<file path="config.mk">
export PLATFORM = sky130hd
export DESIGN_NAME = top_k_class_selector_unit
export DESIGN_NICKNAME = d
export VERILOG_FILES = /design/src/hw/rtl/tksel_pkg.sv /design/src/hw/rtl/tksel_queue.sv /design/src/hw/rtl/tksel_front.sv /design/src/hw/rtl/tksel_back.sv /design/src/hw/rtl/top_k_class_selector_unit.sv
export SDC_FILE = /design/constraint.sdc
export NUM_CORES = 2
export LEC_CHECK = 0
export BUFFER_PORTS_ARGS = -buffer_cell sky130_fd_sc_hd__buf_4
export CELL_PAD_IN_SITES_DETAIL_PLACEMENT = 0
export CELL_PAD_IN_SITES_GLOBAL_PLACEMENT = 1
export CORE_MARGIN = 2
export CORE_UTILIZATION = 50
export DETAILED_ROUTE_END_ITERATION = 8
export GPL_ROUTABILITY_DRIVEN = 0
export PLACE_DENSITY_LB_ADDON = 0.1
export SLEW_MARGIN = 20
export SYNTH_ARGS = -nofsm -noshare
export SYNTH_HDL_FRONTEND = slang
export SYNTH_SLANG_ARGS = --single-unit
</file>
<file path="constraint.sdc">
create_clock -name aclk -period 10 [get_ports aclk]
set_input_delay 1.5 -clock aclk [delete_from_list [all_inputs] [get_ports aclk]]
set_output_delay 1.5 -clock aclk [all_outputs]
set_load 0.02 [all_outputs]
</file>
<file path="src/hw/rtl/tksel_pkg.sv">
// ----------------------------------------------------------------------------
// tksel_pkg
// Shared types, constants and the score ordering function of the top-k
// class selector.
// ----------------------------------------------------------------------------
package tksel_pkg;

    localparam int TOP_K_DEFAULT       = 8;
    localparam int MAX_CLASSES_DEFAULT = 1024;
    localparam int QUEUE_DEPTH_DEFAULT = 2;

    localparam int SCORE_W       = 32;
    localparam int CLASS_INDEX_W = 10;
    localparam int KEEP_W        = 4;
    localparam int FMT_W         = 2;
    localparam int MAX_RESULTS   = 8;
    localparam int RES_CNT_W     = $clog2(MAX_RESULTS + 1);

    localparam int CFG_INDEX_W = 4;
    localparam int CFG_DATA_W  = 32;

    localparam logic [CFG_INDEX_W-1:0] CFG_KEEP_COUNT   = CFG_INDEX_W'(0);
    localparam logic [CFG_INDEX_W-1:0] CFG_SCORE_FORMAT = CFG_INDEX_W'(1);

    localparam logic [FMT_W-1:0] FMT_UNSIGNED = FMT_W'(0);
    localparam logic [FMT_W-1:0] FMT_SIGNED   = FMT_W'(1);
    localparam logic [FMT_W-1:0] FMT_FLOAT    = FMT_W'(2);

    localparam logic [KEEP_W-1:0] KEEP_COUNT_RESET   = KEEP_W'(5);
    localparam logic [FMT_W-1:0]  SCORE_FORMAT_RESET = FMT_FLOAT;

    typedef struct packed {
        logic [SCORE_W-1:0] score_bits;
        logic               last_in_sample;
    } tksel_in_t;

    typedef struct packed {
        logic [CLASS_INDEX_W-1:0] class_index;
        logic [SCORE_W-1:0]       class_score;
        logic                     last_of_run;
    } tksel_out_t;

    // classified score handed from front to back
    typedef struct packed {
        logic [SCORE_W-1:0] score;
        logic [SCORE_W-1:0] key;
        logic               rank;
        logic               last;
    } tksel_cls_t;

    typedef enum logic [1:0] {
        ST_INSERT,
        ST_COUNT,
        ST_EMIT
    } tksel_state_t;

    // unsigned key whose order matches the score order
    function automatic logic [SCORE_W-1:0] order_key(input logic [SCORE_W-1:0] bits,
                                                     input logic [FMT_W-1:0]   fmt);
        logic [SCORE_W-1:0] b;
        logic [SCORE_W-1:0] k;
        b = bits;
        k = bits;
        unique case (fmt)
            FMT_UNSIGNED: k = bits;
            FMT_SIGNED:   k = {~bits[SCORE_W-1], bits[SCORE_W-2:0]};
            default: begin
                if (bits[30:23] == 8'hFF && bits[22:0] != 23'd0) begin
                    k = '0;
                end else begin
                    if (bits[30:0] == 31'd0) begin
                        b = '0;
                    end
                    if (b[SCORE_W-1]) begin
                        k = ~b;
                    end else begin
                        k = {1'b1, b[SCORE_W-2:0]};
                    end
                end
            end
        endcase
        return k;
    endfunction

endpackage

</file>
<file path="src/hw/rtl/tksel_queue.sv">
// ----------------------------------------------------------------------------
// tksel_queue
// Short first-in first-out queue between the classifying front and the
// ranking back.
// ----------------------------------------------------------------------------
module tksel_queue
    import tksel_pkg::*;
#(
    parameter int DATA_W = 8,
    parameter int DEPTH  = QUEUE_DEPTH_DEFAULT
) (
    input  logic              aclk,
    input  logic              aresetn,
    input  logic              in_valid,
    output logic              in_ready,
    input  logic [DATA_W-1:0] in_data,
    output logic              out_valid,
    input  logic              out_ready,
    output logic [DATA_W-1:0] out_data
);

    localparam int PTR_W = (DEPTH > 1) ? $clog2(DEPTH) : 1;
    localparam int CNT_W = $clog2(DEPTH + 1);

    logic [DATA_W-1:0] mem_reg [DEPTH];
    logic [PTR_W-1:0]  wptr_reg, wptr_next;
    logic [PTR_W-1:0]  rptr_reg, rptr_next;
    logic [CNT_W-1:0]  cnt_reg, cnt_next;
    logic              push, pop;

    assign in_ready  = (cnt_reg != CNT_W'(DEPTH));
    assign out_valid = (cnt_reg != '0);
    assign out_data  = mem_reg[rptr_reg];
    assign push      = in_valid && in_ready;
    assign pop       = out_valid && out_ready;

    always_comb begin
        wptr_next = wptr_reg;
        rptr_next = rptr_reg;
        cnt_next  = cnt_reg;
        if (push) begin
            wptr_next = (wptr_reg == PTR_W'(DEPTH - 1)) ? '0 : wptr_reg + 1'b1;
        end
        if (pop) begin
            rptr_next = (rptr_reg == PTR_W'(DEPTH - 1)) ? '0 : rptr_reg + 1'b1;
        end
        if (push && !pop) begin
            cnt_next = cnt_reg + 1'b1;
        end else if (pop && !push) begin
            cnt_next = cnt_reg - 1'b1;
        end
    end

    always_ff @(posedge aclk) begin
        if (!aresetn) begin
            wptr_reg <= '0;
            rptr_reg <= '0;
            cnt_reg  <= '0;
        end else begin
            wptr_reg <= wptr_next;
            rptr_reg <= rptr_next;
            cnt_reg  <= cnt_next;
        end
    end

    always_ff @(posedge aclk) begin
        if (push) begin
            mem_reg[wptr_reg] <= in_data;
        end
    end

endmodule

</file>
<file path="src/hw/rtl/tksel_front.sv">
// ----------------------------------------------------------------------------
// tksel_front
// Accepts score transactions, numbers them within the sample, computes the
// ordering key and marks scores past the class limit as not ranked.
// ----------------------------------------------------------------------------
module tksel_front
    import tksel_pkg::*;
#(
    parameter int MAX_CLASSES = MAX_CLASSES_DEFAULT,
    parameter int IDX_W       = $clog2(MAX_CLASSES)
) (
    input  logic             aclk,
    input  logic             aresetn,
    input  logic [FMT_W-1:0] score_format,
    input  logic             s_valid,
    output logic             s_ready,
    input  tksel_in_t        s_data,
    output logic             q_valid,
    input  logic             q_ready,
    output tksel_cls_t       q_cls,
    output logic [IDX_W-1:0] q_index
);

    localparam int CNT_W = IDX_W + 1;

    logic [CNT_W-1:0] idx_reg, idx_next;
    logic             rank;
    logic             accept;

    assign rank    = (idx_reg < CNT_W'(MAX_CLASSES));
    assign s_ready = q_ready;
    assign q_valid = s_valid;
    assign accept  = s_valid && q_ready;

    assign q_cls.score = s_data.score_bits;
    assign q_cls.key   = order_key(s_data.score_bits, score_format);
    assign q_cls.rank  = rank;
    assign q_cls.last  = s_data.last_in_sample;
    assign q_index     = idx_reg[IDX_W-1:0];

    always_comb begin
        idx_next = idx_reg;
        if (accept) begin
            if (s_data.last_in_sample) begin
                idx_next = '0;
            end else if (rank) begin
                idx_next = idx_reg + 1'b1;
            end
        end
    end

    always_ff @(posedge aclk) begin
        if (!aresetn) begin
            idx_reg <= '0;
        end else begin
            idx_reg <= idx_next;
        end
    end

endmodule

</file>
<file path="src/hw/rtl/tksel_back.sv">
// ----------------------------------------------------------------------------
// tksel_back
// Keeps the sorted best-score list with parallel compare-and-insert and
// drains the ranked results through an output register at sample end.
// ----------------------------------------------------------------------------
module tksel_back
    import tksel_pkg::*;
#(
    parameter int TOP_K = TOP_K_DEFAULT,
    parameter int IDX_W = 10
) (
    input  logic              aclk,
    input  logic              aresetn,
    input  logic [FMT_W-1:0]  score_format,
    input  logic [KEEP_W-1:0] keep_count,
    input  logic              q_valid,
    output logic              q_ready,
    input  tksel_cls_t        q_cls,
    input  logic [IDX_W-1:0]  q_index,
    output logic              m_valid,
    input  logic              m_ready,
    output tksel_out_t        m_data
);

    localparam int CNT_W = $clog2(TOP_K + 1);
    localparam int CMP_W = (CNT_W > KEEP_W) ? CNT_W : KEEP_W;

    logic [SCORE_W-1:0] score_reg [TOP_K];
    logic [SCORE_W-1:0] score_next [TOP_K];
    logic [IDX_W-1:0]   idx_reg [TOP_K];
    logic [IDX_W-1:0]   idx_next [TOP_K];
    logic [SCORE_W-1:0] skey [TOP_K];
    logic [TOP_K-1:0]   gt;

    tksel_state_t       state_reg, state_next;
    logic [CNT_W-1:0]   filled_reg, filled_next;
    logic [RES_CNT_W-1:0] rem_reg, rem_next;
    logic               m_valid_reg, m_valid_next;
    tksel_out_t         m_data_reg, m_data_next;

    logic [CNT_W-1:0]   pos;
    logic [CMP_W-1:0]   n_sel;
    logic               out_free;

    assign m_valid  = m_valid_reg;
    assign m_data   = m_data_reg;
    assign out_free = !m_valid_reg || m_ready;
    assign q_ready  = (state_reg == ST_INSERT);

    always_comb begin
        for (int j = 0; j < TOP_K; j++) begin
            skey[j] = order_key(score_reg[j], score_format);
            gt[j]   = (CNT_W'(j) < filled_reg) && (q_cls.key > skey[j]);
        end
        pos = filled_reg;
        for (int j = TOP_K - 1; j >= 0; j--) begin
            if (gt[j]) begin
                pos = CNT_W'(j);
            end
        end
    end

    // results for this sample: min(keep_count, TOP_K, filled, 8)
    always_comb begin
        n_sel = CMP_W'(keep_count);
        if (n_sel > CMP_W'(TOP_K)) begin
            n_sel = CMP_W'(TOP_K);
        end
        if (n_sel > CMP_W'(filled_reg)) begin
            n_sel = CMP_W'(filled_reg);
        end
        if (n_sel > CMP_W'(MAX_RESULTS)) begin
            n_sel = CMP_W'(MAX_RESULTS);
        end
    end

    always_comb begin
        state_next   = state_reg;
        filled_next  = filled_reg;
        rem_next     = rem_reg;
        m_valid_next = m_valid_reg && !m_ready;
        m_data_next  = m_data_reg;
        for (int j = 0; j < TOP_K; j++) begin
            score_next[j] = score_reg[j];
            idx_next[j]   = idx_reg[j];
        end
        unique case (state_reg)
            ST_INSERT: begin
                if (q_valid) begin
                    if (q_cls.rank && pos < CNT_W'(TOP_K)) begin
                        for (int j = 1; j < TOP_K; j++) begin
                            if (CNT_W'(j) > pos) begin
                                score_next[j] = score_reg[j-1];
                                idx_next[j]   = idx_reg[j-1];
                            end
                        end
                        for (int j = 0; j < TOP_K; j++) begin
                            if (CNT_W'(j) == pos) begin
                                score_next[j] = q_cls.score;
                                idx_next[j]   = q_index;
                            end
                        end
                        if (filled_reg < CNT_W'(TOP_K)) begin
                            filled_next = filled_reg + 1'b1;
                        end
                    end
                    if (q_cls.last) begin
                        state_next = ST_COUNT;
                    end
                end
            end
            ST_COUNT: begin
                rem_next = RES_CNT_W'(n_sel);
                if (n_sel == '0) begin
                    filled_next = '0;
                    state_next  = ST_INSERT;
                end else begin
                    state_next = ST_EMIT;
                end
            end
            ST_EMIT: begin
                if (out_free) begin
                    m_valid_next            = 1'b1;
                    m_data_next.class_index = CLASS_INDEX_W'(idx_reg[0]);
                    m_data_next.class_score = score_reg[0];
                    m_data_next.last_of_run = (rem_reg == RES_CNT_W'(1));
                    for (int j = 0; j < TOP_K - 1; j++) begin
                        score_next[j] = score_reg[j+1];
                        idx_next[j]   = idx_reg[j+1];
                    end
                    rem_next = rem_reg - 1'b1;
                    if (rem_reg == RES_CNT_W'(1)) begin
                        filled_next = '0;
                        state_next  = ST_INSERT;
                    end
                end
            end
            default: state_next = ST_INSERT;
        endcase
    end

    always_ff @(posedge aclk) begin
        if (!aresetn) begin
            state_reg   <= ST_INSERT;
            filled_reg  <= '0;
            rem_reg     <= '0;
            m_valid_reg <= 1'b0;
        end else begin
            state_reg   <= state_next;
            filled_reg  <= filled_next;
            rem_reg     <= rem_next;
            m_valid_reg <= m_valid_next;
        end
    end

    always_ff @(posedge aclk) begin
        m_data_reg <= m_data_next;
        for (int j = 0; j < TOP_K; j++) begin
            score_reg[j] <= score_next[j];
            idx_reg[j]   <= idx_next[j];
        end
    end

endmodule

</file>
<file path="src/hw/rtl/top_k_class_selector_unit.sv">
// ----------------------------------------------------------------------------
// top_k_class_selector_unit
// Streaming top-k class selection: keeps the best scores of a sample sorted
// and reports them best first when the sample ends.
// Drain: a sample's last score passes the queue into the list; the back then
//   counts results in ST_COUNT and outputs them in ST_EMIT, one per cycle
//   while m_ready is high. Throughput: one score per cycle while the back
//   inserts; a full queue stalls input while the single list registers drain.
// Reset: synchronous active-low aresetn clears list fill, counters and queue;
//   keep_count resets to 5 and score_format to float32.
// ----------------------------------------------------------------------------
module top_k_class_selector_unit
    import tksel_pkg::*;
#(
    parameter int TOP_K       = TOP_K_DEFAULT,
    parameter int MAX_CLASSES = MAX_CLASSES_DEFAULT
) (
    input  logic                   aclk,
    input  logic                   aresetn,
    input  logic                   s_valid,
    output logic                   s_ready,
    input  tksel_in_t              s_data,
    output logic                   m_valid,
    input  logic                   m_ready,
    output tksel_out_t             m_data,
    input  logic                   cfg_valid,
    output logic                   cfg_ready,
    input  logic [CFG_INDEX_W-1:0] cfg_index,
    input  logic [CFG_DATA_W-1:0]  cfg_data
);

    localparam int IDX_W  = $clog2(MAX_CLASSES);
    localparam int QDAT_W = $bits(tksel_cls_t) + IDX_W;

    logic [KEEP_W-1:0] keep_reg, keep_next;
    logic [FMT_W-1:0]  fmt_reg, fmt_next;

    logic              fq_valid, fq_ready;
    tksel_cls_t        fq_cls;
    logic [IDX_W-1:0]  fq_index;
    logic              qb_valid, qb_ready;
    logic [QDAT_W-1:0] qb_data;
    tksel_cls_t        qb_cls;
    logic [IDX_W-1:0]  qb_index;

    assign cfg_ready = 1'b1;

    always_comb begin
        keep_next = keep_reg;
        fmt_next  = fmt_reg;
        if (cfg_valid) begin
            unique case (cfg_index)
                CFG_KEEP_COUNT:   keep_next = cfg_data[KEEP_W-1:0];
                CFG_SCORE_FORMAT: fmt_next  = cfg_data[FMT_W-1:0];
                default: ;
            endcase
        end
    end

    always_ff @(posedge aclk) begin
        if (!aresetn) begin
            keep_reg <= KEEP_COUNT_RESET;
            fmt_reg  <= SCORE_FORMAT_RESET;
        end else begin
            keep_reg <= keep_next;
            fmt_reg  <= fmt_next;
        end
    end

    tksel_front #(
        .MAX_CLASSES (MAX_CLASSES),
        .IDX_W       (IDX_W)
    ) u_front (
        .aclk         (aclk),
        .aresetn      (aresetn),
        .score_format (fmt_reg),
        .s_valid      (s_valid),
        .s_ready      (s_ready),
        .s_data       (s_data),
        .q_valid      (fq_valid),
        .q_ready      (fq_ready),
        .q_cls        (fq_cls),
        .q_index      (fq_index)
    );

    tksel_queue #(
        .DATA_W (QDAT_W),
        .DEPTH  (QUEUE_DEPTH_DEFAULT)
    ) u_queue (
        .aclk      (aclk),
        .aresetn   (aresetn),
        .in_valid  (fq_valid),
        .in_ready  (fq_ready),
        .in_data   ({fq_cls, fq_index}),
        .out_valid (qb_valid),
        .out_ready (qb_ready),
        .out_data  (qb_data)
    );

    assign qb_cls   = qb_data[QDAT_W-1:IDX_W];
    assign qb_index = qb_data[IDX_W-1:0];

    tksel_back #(
        .TOP_K (TOP_K),
        .IDX_W (IDX_W)
    ) u_back (
        .aclk         (aclk),
        .aresetn      (aresetn),
        .score_format (fmt_reg),
        .keep_count   (keep_reg),
        .q_valid      (qb_valid),
        .q_ready      (qb_ready),
        .q_cls        (qb_cls),
        .q_index      (qb_index),
        .m_valid      (m_valid),
        .m_ready      (m_ready),
        .m_data       (m_data)
    );

endmodule
</file>
### Word level (Yosys, flattened, before mapping)

Memory sizes are Yosys's and may differ from the RTL's. A register that Yosys moved wholly into a read port is not among the register bits.
Index checks and enable logic that the tools add are counted.

* register bits: 75
* RAM bits: 488
* memories: 3
* input port bits: 74

Memories
* u_back.score_reg: depth 8, width 32, read ports 8, clocked after memory_dff 0, wr ports 8, line tksel_back.sv:28 `logic [SCORE_W-1:0] score_reg [TOP_K];`
* u_queue.mem_reg: depth 2, width 76, read ports 1, clocked after memory_dff 1, wr ports 1, line tksel_queue.sv:25 `logic [DATA_W-1:0] mem_reg [DEPTH];`
* u_back.idx_reg: depth 8, width 10, read ports 8, clocked after memory_dff 0, wr ports 8, line tksel_back.sv:30 `logic [IDX_W-1:0] idx_reg [TOP_K];`

* reductions and logical operators: 64
* eq/ne operators: 29
* bitwise gates (word level): 18
* add/subtract/negate cells: 7
* magnitude comparators: 29
* multiplexer cells: 132

Operator list (count)
* 32-bit 2-to-1 mux: 61
* 32-bit case mux with 2 select lines: 9
* 256-bit 2-to-1 mux: 2
* 224-bit case mux with 2 select lines: 1
* 32-bit inverter: 9
* 31-bit logical NOT: 9
* 32-bit greater-than comparator: 8
* 224-bit 2-to-1 mux: 1
* 23-bit nonzero test: 9
* 10-bit 2-to-1 mux: 16
* 80-bit 2-to-1 mux: 2
* 70-bit case mux with 2 select lines: 1
* 8-bit equality test, second input constant: 9
* 4-bit 2-to-1 mux: 18
* 70-bit 2-to-1 mux: 1
* 1-bit logical AND: 23
* 11-bit 2-to-1 mux: 2
* 3-bit by 4-bit equality test with 1-bit output, first input constant: 4
* 3-bit by 4-bit greater-than comparator with 1-bit output, first input constant: 4
* 3-bit by 4-bit less-than comparator with 1-bit output, first input constant: 4
* 2-bit 2-to-1 mux: 7
* 4-bit logical NOT: 3
* 2-bit by 1-bit inequality test with 1-bit output, second input constant: 6
* 4-bit case mux with 3 select lines: 1
* 33 further kinds: 69

### Longest topological paths before layout

An unclocked memory read counts as a cell.

* depth in word-level cells: 25
* gate-level depth with buffers: 23
* mapped depth without buffers: 19

### Modules after synthesis

A second synthesis with hierarchy kept.

* cell total of the unflattened synthesis: 3747
* area, all modules: 38304.2 um^2

Modules (own cells, without submodules)
* tksel_back: area each 30364.1 um^2, seq. area each 11601.1 um^2, instances 1, cells each 3182
* tksel_queue: area each 5730.5 um^2, seq. area each 4664.5 um^2, instances 1, cells each 260
* tksel_front: area each 1929.4 um^2, seq. area each 220.2 um^2, instances 1, cells each 275
* top_k_class_selector_unit: area each 280.3 um^2, seq. area each 120.1 um^2, instances 1, cells each 30

### Worst setup path before layout

No wires, ideal clock.

* path kind: register to register
* from: memory u_back.score_reg[2][17]
* to: memory u_back.idx_reg[0][0] (enable)
* buffers on the path: 3
* data arrival time: 7.844 ns
* required time: 9.490 ns
* clock period less this slack: 8.354 ns
* path slack: 1.646 ns
* setup time: 0.510 ns
* stages on the path, launching flop included: 20
* cells stage by stage: edfxtp_1 > nor4_1 > nand4_1 > o21ai_0 > inv_1 > o31ai_1 > clkbuf_1 > a21oi_1 > ha_1 > a211oi_1 > nor2_1 > a2111oi_0 > nor3b_1 > nor4b_2 > o211a_1 > a21o_1 > buf_2 > buf_2 > nand2_1 > a221oi_1

RTL lines (line)
* start: declaration: tksel_back.sv:28
* end: declaration: tksel_back.sv:30

==> impl_metrics.tcl <==
set metrics [dict create \
    first_global_vias 27900 \
    numPortBuffers 90 \
    yosys_most_used_dff "sky130_fd_sc_hd__edfxtp_1" \
    post_detailed_route_wirelength_per_cell_um 25.7 \
    final.setup_skew_ns 0.0200 \
    postSynthNetCount 3799 \
    final_min_period_ns 7.76 \
    reg2reg_depth 19 \
    setup.reg_to_reg.worst_slack_ns 2.24 \
    grt_use_met1_pct 45.5 \
    grt.busiest_layer "met1" \
    maxSlewHeadroom_pct 23.5 \
    global_route.usage.met3_pct 5.49 \
    timing.final.hold_violations 0 \
    antenna_viol_nets_final 0 \
    die_h_um 271 \
    cts_made_buffers 66 \
    average_instance_area_after_synthesis_um2 10.3 \
    post_route_setup_slack_ns 2.24 \
    post_synth_instance_area_um2 35700 \
    dp_slack_ns 2.27 \
    ctsResizeCount 0 \
    critPathCaptureType "register" \
    clock.fmax_mhz 129 \
    critical_path.reg2reg.endpoint "u_back.score_reg[0][5]" \
    hold_path_depth 0 \
    route.final.wire_length_um 114000 \
    row_count 98 \
    timing.critical_path.arrival_ns 8.00 \
    syn-instance-count 3455 \
    clk_pin_slew_worst_paths_ns 0.06 \
    global_route_wire_length_before_repair_um 172000 \
    synth_sequential_area_ratio_pct 46.5 \
    die_x_um 271 \
    critical_path.reg2reg.startpoint "u_back.score_reg[7][17]" \
    crit_path_max_fanout 42 \
    finish.net_count 3781 \
    detailroute.via_count 29600 \
    final_layout_size_suffix_gt1_share_pct 11.7 \
    critPathRequiredTime_ns 10.23 \
    leakagePower_nw 13.7 \
    ioPinCount 120 \
    cts-htree-levels 3 \
    firstDrtPassIters 7 \
    cts-root-buf "sky130_fd_sc_hd__clkbuf_16" \
    synth_largest_area_cell "sky130_fd_sc_hd__edfxtp_1" \
    maximum_number_of_buffers_from_clock_root_to_sink 3 \
    place.detailed.instances 4317 \
    power.density_nw_per_um2 360 \
    die_footprint_um2 73600 \
    postSynth.asyncResetShare_pct 0 \
    largest_register_ffs 256 \
    ctsHoldBuffers 0 \
    global_route.overflow_total 0 \
    hold_path_startpoint "u_back.idx_reg[0][2]" \
    tightestPinTransition_ns 1.15 \
    clock_sink_count 564 \
    number_of_antenna_violations_at_the_first_check_in_global_routing 1 \
    initial_cell_density_of_the_core_pct 50.2 \
    rsz0062_at_grt "no" \
    synthesis.yosys.warnings 0 \
    timing.final.crit_share_pct 77.6 \
    drt-initial-drc-count 3099 \
    power.ir.vdd_worst_v 0.000268 \
    grt_max_degree 216 \
    tritoncts "done" \
    timing_worst_setup_path_type "register to register" \
    via_per_inst 6.67 \
    core_region_area_um2 71100 \
    synth_seq_cells 564 \
    run_status "finished, final reports clean" \
    whs_endpoint "u_back.m_data[35]" \
    tns_ns 0 \
    flow.area_growth_from_synthesis_pct 10.4 \
    post_cts_buffers 0 \
    final_core_util_pct 55.5 \
    netlist.area_leader.share_pct 44.6 \
    global_route.usage.total_pct 30.3 \
    post_route_non_filler_standard_cell_count 4439 \
    worstSkewPairLatency_ns 0.62 \
    grt_util_met2_pct 44.6 \
    hpwl_um 80600 \
    drt_drc_violations_left 0 \
    synth_area_leaders "sky130_fd_sc_hd__edfxtp_1, sky130_fd_sc_hd__ha_1, sky130_fd_sc_hd__a21oi_1" \
    crit_path_start_kind "register" \
    setup_viol 0 \
    min_path_type "register to register" \
    report.final.slew_viol_count 0 \
    max_cap_viol_count 0 \
    synth.distinct_cells 80 \
    synth_edf_count 531 \
]
worst max-delay path, stage by stage, from the launching register on:
cell	delay, ns
sky130_fd_sc_hd__edfxtp_1	0.47
sky130_fd_sc_hd__nor4_1	0.46
sky130_fd_sc_hd__nand4_1	0.14
sky130_fd_sc_hd__nor2_1	0.28
sky130_fd_sc_hd__and3_1	0.29
sky130_fd_sc_hd__or3_1	0.83
sky130_fd_sc_hd__nor2_1	0.08
sky130_fd_sc_hd__a21oi_1	0.17
sky130_fd_sc_hd__ha_1	0.27
sky130_fd_sc_hd__nand4_1	0.22
sky130_fd_sc_hd__nor3_1	0.12
sky130_fd_sc_hd__a2111o_1	0.39
sky130_fd_sc_hd__o31ai_1	0.78
sky130_fd_sc_hd__a21oi_1	0.27
sky130_fd_sc_hd__o211ai_1	0.49
sky130_fd_sc_hd__a21o_1	0.41
sky130_fd_sc_hd__buf_4	0.53
sky130_fd_sc_hd__nand2_1	0.18
sky130_fd_sc_hd__a221oi_4	0.27
sky130_fd_sc_hd__buf_4	0.64
how the worst max path moves through the flow:
stage	slack (ns)	end	startpoint	depth (start not counted)
after global routing	1.89	u_back.score_reg[0][10]	u_back.score_reg[7][3]	19
after detailed placement	2.27	u_back.score_reg[0][5]	u_back.score_reg[7][17]	18
after CTS	2.22	u_back.score_reg[0][5]	u_back.score_reg[7][17]	18
after global placement	2.39	u_back.score_reg[0][5]	u_back.score_reg[7][17]	18
after floorplan	1.65	u_back.idx_reg[0][0]	u_back.score_reg[2][17]	19
final	2.24	u_back.score_reg[0][5]	u_back.score_reg[7][17]	19
per-layer routing:
metal	up-vias	share of wire, %
met5	-	0.011
met4	2	2.5
met3	160	9.9
met2	1429	43
met1	14500	44
li1	13500	-
cells in the final DEF (no fill, tap or decap), drive strengths merged, types with 11 or more instances in the layout:
master	count
a21oi	350
nand3	45
mux2i	94
o211ai	179
dfxtp	33
and2	84
nor2b	17
nor2	303
o21ai	96
clkbuf	81
a21boi	13
nand4	86
mux2	130
o311ai	85
xor2	14
edfxtp	531
clkinv	23
a221o	43
buf	140
nand2b	11
o31ai	13
nor3	33
nor4	76
or3	14
a22oi	170
a211oi	12
a21o	30
inv	31
ha	270
nand2	371
Yosys cell counts, types with 74 or more instances:
cell / n
sky130_fd_sc_hd__a22oi_1: 170
sky130_fd_sc_hd__ha_1: 270
sky130_fd_sc_hd__clkbuf_1: 179
sky130_fd_sc_hd__o311ai_0: 84
sky130_fd_sc_hd__edfxtp_1: 531
sky130_fd_sc_hd__mux2_2: 120
sky130_fd_sc_hd__mux2i_1: 94
sky130_fd_sc_hd__o211ai_1: 178
sky130_fd_sc_hd__nand2_1: 371
sky130_fd_sc_hd__nor4_1: 74
sky130_fd_sc_hd__a21oi_1: 349
sky130_fd_sc_hd__and2_1: 83
sky130_fd_sc_hd__nand4_1: 86
sky130_fd_sc_hd__o21ai_0: 94
sky130_fd_sc_hd__nor2_1: 302
area by class of cell:
class                   count  area [um^2]
fillers                  6203        31700
multi-input cells        2637        18400
flip-flops and latches    564        16600
clock buffers              81         1740
well taps                 950         1190
repair buffers            140         1110
clock inverters            37          337
inverters                  28          105
diodes                      2         5.00
cells by family (layout without fill, tap and decap cells):
| family | count (synthesis) | count (layout) | synth area share, % |
|---|---|---|---|
| AOI/OAI and AO/OA | 1054 | 1054 | 20.0 |
| DFF | 564 | 564 | 46.5 |
| xor gates and xnor gates | 17 | 17 | 0.417 |
| other | 1 | 3 | 0.0105 |
| adders and majority gates | 270 | 270 | 9.45 |
| and+or+nand+nor | 1071 | 1071 | 14.0 |
| buffers and inverters | 254 | 286 | 2.92 |
| muxes | 224 | 224 | 6.73 |
power by group:
group	switching (mW)	internal, mW	leakage (nW)	total [mW]
combinational	4.17	2.41	7.36	6.58
clock	1.03	1.35	1.00	2.38
sequential	1.25	3.98	5.35	5.23
through the flow:
stage / total power, mW / hold slack, ns / instance area (um^2)
final: 14.2 / 0.468 / 39500
after global routing: 15.1 / 0.483 / 39400
after CTS: 14.0 / 0.464 / 39400
after detailed placement: 11.6 / 0.447 / 37300
after global placement: 11.3 / 0.445 / 37300
after floorplan: 9.33 / 0.427 / 35700
Note: power is estimated with default switching activity, not from simulation.
